## config.mk

```make
export PLATFORM = sky130hd
export DESIGN_NAME = transport_segment_reassembler
export DESIGN_NICKNAME = d
export VERILOG_FILES = /design/src/sv/tsr_pkg.sv /design/src/sv/transport_segment_reassembler.sv /design/src/sv/tsr_core.sv
export SDC_FILE = /design/constraint.sdc
export NUM_CORES = 1
export LEC_CHECK = 0
export CORE_MARGIN = 2
export CORE_UTILIZATION = 41
export CTS_CLUSTER_DIAMETER = 120
export CTS_CLUSTER_SIZE = 16
export DETAILED_ROUTE_END_ITERATION = 8
export DONT_BUFFER_PORTS = 1
export GPL_TIMING_DRIVEN = 0
export PLACE_DENSITY_LB_ADDON = 0.15
export SLEW_MARGIN = 5
export SYNTH_ARGS = -nofsm -noshare
export SYNTH_HDL_FRONTEND = slang
export SYNTH_SLANG_ARGS = --single-unit
```

## constraint.sdc

```tcl
create_clock -name clk_i -period 8 [get_ports clk_i]
set_input_delay 1.6 -clock clk_i [delete_from_list [all_inputs] [get_ports clk_i]]
set_output_delay 1.6 -clock clk_i [all_outputs]
set_load 0.01 [all_outputs]
```

## src/sv/tsr_pkg.sv

```systemverilog
package tsr_pkg;

  localparam int unsigned FragmentCapacity = 2048;
  localparam int unsigned MaxSegmentLength = 250;
  localparam int unsigned MinSegment       = 2;
  localparam int unsigned FinBit           = 7;
  localparam int unsigned FirBit           = 6;
  localparam int unsigned SeqWidth         = 6;
  localparam int unsigned FragWidth        = 12;
  localparam int unsigned OffsetWidth      = 11;
  localparam int unsigned LimitWidth       = 13;
  localparam logic [11:0] MaxFragmentReset = 12'd2048;

  typedef enum logic [2:0] {
    StatusPayload    = 3'd0,
    StatusHeaderOk   = 3'd1,
    StatusNoPayload  = 3'd2,
    StatusTooLong    = 3'd3,
    StatusNoFirst    = 3'd4,
    StatusBadSeq     = 3'd5,
    StatusOverflow   = 3'd6,
    StatusDroppedByte = 3'd7
  } status_e;

  typedef struct packed {
    logic [7:0] data_byte;
    logic       first_of_segment;
    logic [7:0] segment_length;
  } in_item_t;

  typedef struct packed {
    logic                   payload_valid;
    logic [7:0]             payload_byte;
    logic [OffsetWidth-1:0] payload_offset;
    status_e                segment_status;
    logic                   fragment_abort;
    logic                   fragment_done;
    logic [FragWidth-1:0]   fragment_length;
  } out_item_t;

endpackage

```

## src/sv/transport_segment_reassembler.sv

```systemverilog
// Byte-serial transport segment reassembler. Each input transfer carries one segment byte; the
// header byte, marked by first_of_segment, is judged at once and decides whether the following
// payload bytes pass through with their fragment offset. Every input transfer yields exactly one
// output transfer via the input register and then the result register, and a new byte is taken
// in every cycle unless the output stalls: the two registers are separated by a single pass of
// counter updates and compares. The user must write the maximum fragment size through cfg_we_i
// and cfg_data_i only while no transfer is in flight; the block itself does not enforce this.
module transport_segment_reassembler (
  input  logic                clk_i,
  input  logic                rst_ni,
  input  logic                in_valid_i,
  output logic                in_stall_o,
  input  tsr_pkg::in_item_t   in_item_i,
  output logic                out_valid_o,
  input  logic                out_stall_i,
  output tsr_pkg::out_item_t  out_item_o,
  input  logic                cfg_we_i,
  input  logic [11:0]         cfg_data_i
);

  logic               in_valid_q;
  tsr_pkg::in_item_t  in_item_q;
  logic               out_valid_q;
  tsr_pkg::out_item_t out_item_q;
  tsr_pkg::out_item_t result;
  logic               out_adv;
  logic               step;

  assign out_adv    = !out_valid_q || !out_stall_i;
  assign step       = in_valid_q && out_adv;
  assign in_stall_o = in_valid_q && !out_adv;

  tsr_core u_core (
    .clk_i      (clk_i),
    .rst_ni     (rst_ni),
    .cfg_we_i   (cfg_we_i),
    .cfg_data_i (cfg_data_i),
    .step_i     (step),
    .item_i     (in_item_q),
    .result_o   (result)
  );

  always_ff @(posedge clk_i or negedge rst_ni) begin
    if (!rst_ni) begin
      in_valid_q  <= 1'b0;
      out_valid_q <= 1'b0;
    end else begin
      if (!in_stall_o) begin
        in_valid_q <= in_valid_i;
      end
      if (out_adv) begin
        out_valid_q <= in_valid_q;
      end
    end
  end

  always_ff @(posedge clk_i) begin
    if (!in_stall_o && in_valid_i) begin
      in_item_q <= in_item_i;
    end
    if (step) begin
      out_item_q <= result;
    end
  end

  assign out_valid_o = out_valid_q;
  assign out_item_o  = out_item_q;

endmodule

```

## src/sv/tsr_core.sv

```systemverilog
module tsr_core (
  input  logic                clk_i,
  input  logic                rst_ni,
  input  logic                cfg_we_i,
  input  logic [11:0]         cfg_data_i,
  input  logic                step_i,
  input  tsr_pkg::in_item_t   item_i,
  output tsr_pkg::out_item_t  result_o
);

  logic [11:0]                      max_frag_q;
  logic [tsr_pkg::FragWidth-1:0]    frag_bytes_q, frag_bytes_d;
  logic [tsr_pkg::SeqWidth-1:0]     exp_seq_q, exp_seq_d;
  logic [7:0]                       seg_left_q, seg_left_d;
  logic                             seg_acc_q, seg_acc_d;
  logic                             seg_fin_q, seg_fin_d;

  logic [tsr_pkg::SeqWidth-1:0]     hdr_seq;
  logic [7:0]                       payload_len;
  logic [tsr_pkg::LimitWidth-1:0]   limit;
  logic [tsr_pkg::LimitWidth-1:0]   frag_wide;
  logic [tsr_pkg::LimitWidth-1:0]   room;
  logic [tsr_pkg::FragWidth-1:0]    frag_inc;
  logic [7:0]                       left_dec;

  assign hdr_seq     = item_i.data_byte[tsr_pkg::SeqWidth-1:0];
  assign payload_len = item_i.segment_length - 8'd1;
  assign frag_inc    = frag_bytes_q + tsr_pkg::FragWidth'(1);
  assign left_dec    = seg_left_q - 8'd1;

  always_comb begin
    if ({1'b0, max_frag_q} < tsr_pkg::LimitWidth'(tsr_pkg::FragmentCapacity)) begin
      limit = {1'b0, max_frag_q};
    end else begin
      limit = tsr_pkg::LimitWidth'(tsr_pkg::FragmentCapacity);
    end
  end

  always_comb begin
    frag_bytes_d = frag_bytes_q;
    exp_seq_d    = exp_seq_q;
    seg_left_d   = seg_left_q;
    seg_acc_d    = seg_acc_q;
    seg_fin_d    = seg_fin_q;
    result_o     = '0;
    frag_wide    = '0;
    room         = '0;

    if (item_i.first_of_segment) begin
      seg_acc_d = 1'b0;
      seg_fin_d = 1'b0;
      if (item_i.segment_length < 8'(tsr_pkg::MinSegment)) begin
        seg_left_d = 8'd0;
        result_o.segment_status = tsr_pkg::StatusNoPayload;
      end else begin
        seg_left_d = payload_len;
        if (item_i.segment_length > 8'(tsr_pkg::MaxSegmentLength)) begin
          result_o.segment_status = tsr_pkg::StatusTooLong;
        end else if (!item_i.data_byte[tsr_pkg::FirBit] && frag_bytes_q == '0) begin
          result_o.segment_status = tsr_pkg::StatusNoFirst;
        end else begin
          if (item_i.data_byte[tsr_pkg::FirBit]) begin
            exp_seq_d = hdr_seq;
            if (frag_bytes_q != '0) begin
              result_o.fragment_abort = 1'b1;
            end
            frag_bytes_d = '0;
          end
          frag_wide = {1'b0, frag_bytes_d};
          room      = limit - frag_wide;
          if (hdr_seq != exp_seq_d) begin
            result_o.segment_status = tsr_pkg::StatusBadSeq;
          end else if (frag_wide > limit
                       || room < tsr_pkg::LimitWidth'(payload_len)) begin
            if (frag_bytes_d != '0) begin
              result_o.fragment_abort = 1'b1;
            end
            frag_bytes_d = '0;
            result_o.segment_status = tsr_pkg::StatusOverflow;
          end else begin
            exp_seq_d = exp_seq_d + tsr_pkg::SeqWidth'(1);
            seg_acc_d = 1'b1;
            seg_fin_d = item_i.data_byte[tsr_pkg::FinBit];
            result_o.segment_status = tsr_pkg::StatusHeaderOk;
          end
        end
      end
    end else if (!seg_acc_q || seg_left_q == 8'd0) begin
      if (seg_left_q != 8'd0) begin
        seg_left_d = left_dec;
      end
      result_o.segment_status = tsr_pkg::StatusDroppedByte;
    end else begin
      result_o.payload_valid  = 1'b1;
      result_o.payload_byte   = item_i.data_byte;
      result_o.payload_offset = frag_bytes_q[tsr_pkg::OffsetWidth-1:0];
      result_o.segment_status = tsr_pkg::StatusPayload;
      frag_bytes_d = frag_inc;
      seg_left_d   = left_dec;
      if (left_dec == 8'd0) begin
        seg_acc_d = 1'b0;
        seg_fin_d = 1'b0;
        if (seg_fin_q) begin
          result_o.fragment_done   = 1'b1;
          result_o.fragment_length = frag_inc;
          frag_bytes_d = '0;
        end
      end
    end
  end

  always_ff @(posedge clk_i or negedge rst_ni) begin
    if (!rst_ni) begin
      max_frag_q   <= tsr_pkg::MaxFragmentReset;
      frag_bytes_q <= '0;
      exp_seq_q    <= '0;
      seg_left_q   <= '0;
      seg_acc_q    <= 1'b0;
      seg_fin_q    <= 1'b0;
    end else begin
      if (cfg_we_i) begin
        max_frag_q <= cfg_data_i;
      end
      if (step_i) begin
        frag_bytes_q <= frag_bytes_d;
        exp_seq_q    <= exp_seq_d;
        seg_left_q   <= seg_left_d;
        seg_acc_q    <= seg_acc_d;
        seg_fin_q    <= seg_fin_d;
      end
    end
  end

endmodule
```

==> run_results.csv <==
group,metric,value,unit
routing,postRouteWirelength,12600,µm
routing,drt_iter0_drc,358,
run,max-cap-violations,0,
die,die_w,120,µm
timing,tns,0,ns
critical_path,reg2reg_depth,18,
yosys,synthSimpleGateAreaFrac,17.9,%
placed_design,port_buffers,0,
global_route,overflow,0,
min_path,hp-class,"register to register",
critical_path,end_kind,"register",
timing,tightest_slew,1.25,ns
timing,relSlewSlack,15.3,%
die,coreArea,13100,µm²
routing,wirelength_met1,5980,µm
critical_path,worst_setup_path_start_kind,"register",
routing,vias,3993,
critical_path,cp_max_fo,10,
timing,drv_slew,0,
clock_tree,clk_latency,0.36,ns
yosys,yosysUniqueCellTypes,65,
yosys,synthTopCellsByArea,"edfxtp_1 (30%), dfrtp_1 (19%), ha_1 (6.2%), mux2_2 (3.1%), xnor2_1 (3.0%)",
critical_path,r2r-end,"out_item_o[16]",
critical_path,crit_end,"out_item_o[16]",
global_route,antenna_found_initial,0,
yosys,synth_largest_area_cell,"edfxtp_1",
critical_path,cp_top_family,"compound AO/OA/AOI/OAI gates",
yosys,syn_area,5490,µm²
clock_tree,cts_buffers,9,
routing,drcViolationCount,0,
clock_tree,cts_setup_buffers,0,
routing,wl_met3,432,µm
yosys,synth_area_per_cell,10.5,µm²
critical_path,cp_slowest_cell,"a31oi_1",
die,initial_core_util,41.8,%
timing,setup_viol,0,
clock_tree,hold_buffers,0,
critical_path,path_depth,18,
timing,hold_viol_final,0,
critical_path,worstPathCellList,"clkbuf_1 > clkbuf_1 > nor2_1 > ha_1 > inv_1 > fa_1 > a211oi_2 > o21ai_0 > xor2_1 > ha_1 > nand4_1 > and3_1 > o21ai_0 > a221oi_2 > a31oi_1 > nand3_1 > o21ai_0 > o21ai_0",
clock_tree,ctsHtreeMaxLevel,3,
yosys,synth_compound_area_share,13.3,%
routing,vias_per_cell,5.57,
power,peakVddDrop,0.000111,V
critical_path,cp.buffers_inverters,3,
critical_path,cp_data_required_time,8.06,ns
yosys,syn-num-nets,586,
clock_tree,cts_tree,"built",
cells_and_area,final_cells,717,
clock_tree,cts_root_buf,"clkbuf_16",
power,p_leak,0.00235,µW
critical_path,startpoint,"in_item_q[15]",
yosys,ys_async_sr_fraction,43.8,%
yosys,ys_ff_latch,96,
cells_and_area,layout.nets,598,
clock_tree,clk_pin_slew,0.07,ns
critical_path,worstPathArrival,5.05,ns
clock_tree,cts_resized,0,
critical_path,slowest_delay,0.58,ns
routing,avgRoutedWirePerCell,17.5,µm
placed_design,gp_congestion,0.845,
power,power-per-cell-area,250,nW/µm²
routing,first_pass_iters,4,
routing,ant_nets,0,
cells_and_area,post-route-util,46.2,%
critical_path,rrSetupSlack,3.01,ns
yosys,synth_adder_area_share,6.52,%
critical_path,crit_path_frequent_cell,"o21ai_0",
timing,fin_crit,4.99,ns
yosys,synthFlopType,"edfxtp_1",
global_route,grt.total_usage,18.7,%
yosys,ys_seq_area_share,48.7,%
yosys,synth_enable_flop_cells,54,
timing,finClkSkew,0.0123,ns
die,rows,42,
global_route,grt_max_degree,43,
yosys,synthCells,524,
yosys,synth_mux_area_share,4.35,%
yosys,yosys_warnings,0,
clock_tree,cts.sinks,96,
placed_design,place_inst,701,
global_route,grt_pass1_vias,3964,
routing,dr_wl_met2,6010,µm
die,io_pins,73,
die,die_h,120,µm
status,outcome,"finished clean",
cells_and_area,antenna_cells,0,
critical_path,rr_startpoint,"in_item_q[15]",
timing,grt_setup_unrepaired,"false",
yosys,yosysTopAreaCellShare,29.5,%
cells_and_area,syn_to_final_growth,10.5,%
critical_path,worstSetupPathType,"register to register",
timing,finalCritPeriodShare,62.3,%
clock_tree,cts.path.max_buffers,2,
yosys,post_synth_xor_area_fraction,5.59,%
yosys,synth_top_family_by_area,"simple AND/OR/NAND/NOR gates",
timing,clock.fmax,0.201,GHz
global_route,grt_first_pass_wirelength,20900,µm
placed_design,dp_hpwl,9380,µm
cells_and_area,drive_gt1_share,8.50,%
routing,routed.top_layer,"met4",
die,dieArea,14300,µm²
## sequential cells by signal, summed over array words and instances (netlist names)
name and count:
in_item_q 17, in_valid_q 1, out_item_o 37, out_valid_o 1, u_core.exp_seq_q 6, u_core.frag_bytes_q 12
u_core.max_frag_q 12, u_core.seg_acc_q 1, u_core.seg_fin_q 1, u_core.seg_left_q 8
## layout by cell type, fill, tap and decap left out, drive strengths merged, types with 5 or more instances in the layout
cell,count
xor2,16
nor2b,16
o21ai,16
nand4,10
nor2,36
ha,27
or3,7
edfxtp,54
a31oi,13
nor3,19
nor4,5
a21oi,27
inv,28
mux2i,7
and3,20
nand3,14
mux2,15
clkbuf,29
buf,6
xnor2,19
o211ai,6
o221ai,5
dfrtp,41
nand2,41
a211oi,5
## stage by stage
stage                     area [µm²]  total power [µW]  hold WS [ns]  setup WS (ns)
after floorplan                 5490               946         0.444           3.22
after global placement          5710              1030         0.450           1.94
after detailed placement        5740              1050         0.475           3.10
after CTS                       6060              1530         0.491           3.02
after global routing            6060              1610         0.493           2.60
final                           6060              1510         0.487           3.01
## how the worst min path moves through the flow
stage / startpoint / to / slack [ns] / depth (start not counted)
detailed placement: in_valid_q / out_valid_o / 0.47 / 1
floorplan: in_valid_q / out_valid_o / 0.44 / 1
global placement: in_valid_q / out_valid_o / 0.45 / 1
finish: in_valid_q / out_valid_o / 0.49 / 1
CTS: in_valid_q / out_valid_o / 0.49 / 1
global route: in_valid_q / out_valid_o / 0.49 / 1
## where the power goes
part / switching (µW) / total (µW) / internal [µW]
sequential: 62.5 / 650 / 588
clock: 200 / 478 / 277
combinational: 224 / 386 / 162
## layer usage
metal / vias up / track usage (%)
li1: 1955 / -
met2: 90 / 30.1
met1: 1940 / 24.9
met5: - / 0
met4: 0 / 5.00
met3: 8 / 5.04
## synth_stat cells, types with 5 or more instances
cell,count
mux2_2,15
nand2_1,40
nand3_1,14
mux2i_1,7
clkbuf_1,20
xor2_1,16
o221ai_1,5
a31oi_1,13
inv_1,25
dfrtp_1,41
or3_1,7
ha_1,27
nor4_1,5
nand4_1,10
and3_1,20
o211ai_1,6
o21ai_0,15
nor2_1,35
nor2b_1,16
edfxtp_1,54
a21oi_1,27
xnor2_1,19
nor3_1,19
## kinds of logic after synthesis
group / after synthesis
compound gates: 105
xor+xnor: 35
fa+ha+maj: 28
buf+inv: 50
flops: 96
mux: 22
simple gates: 188
## final cells by class
class / instances / area [µm²]
flip-flops and latches: 96 / 2670
well taps: 176 / 220
multi-input cells: 378 / 2620
clock inverters: 7 / 100
plain buffers: 25 / 108
clock buffers: 9 / 225
inverters: 25 / 93.8
repair buffers: 1 / 20.0
fillers: 1265 / 7070
No activity file was read; power rests on OpenSTA's default activity.
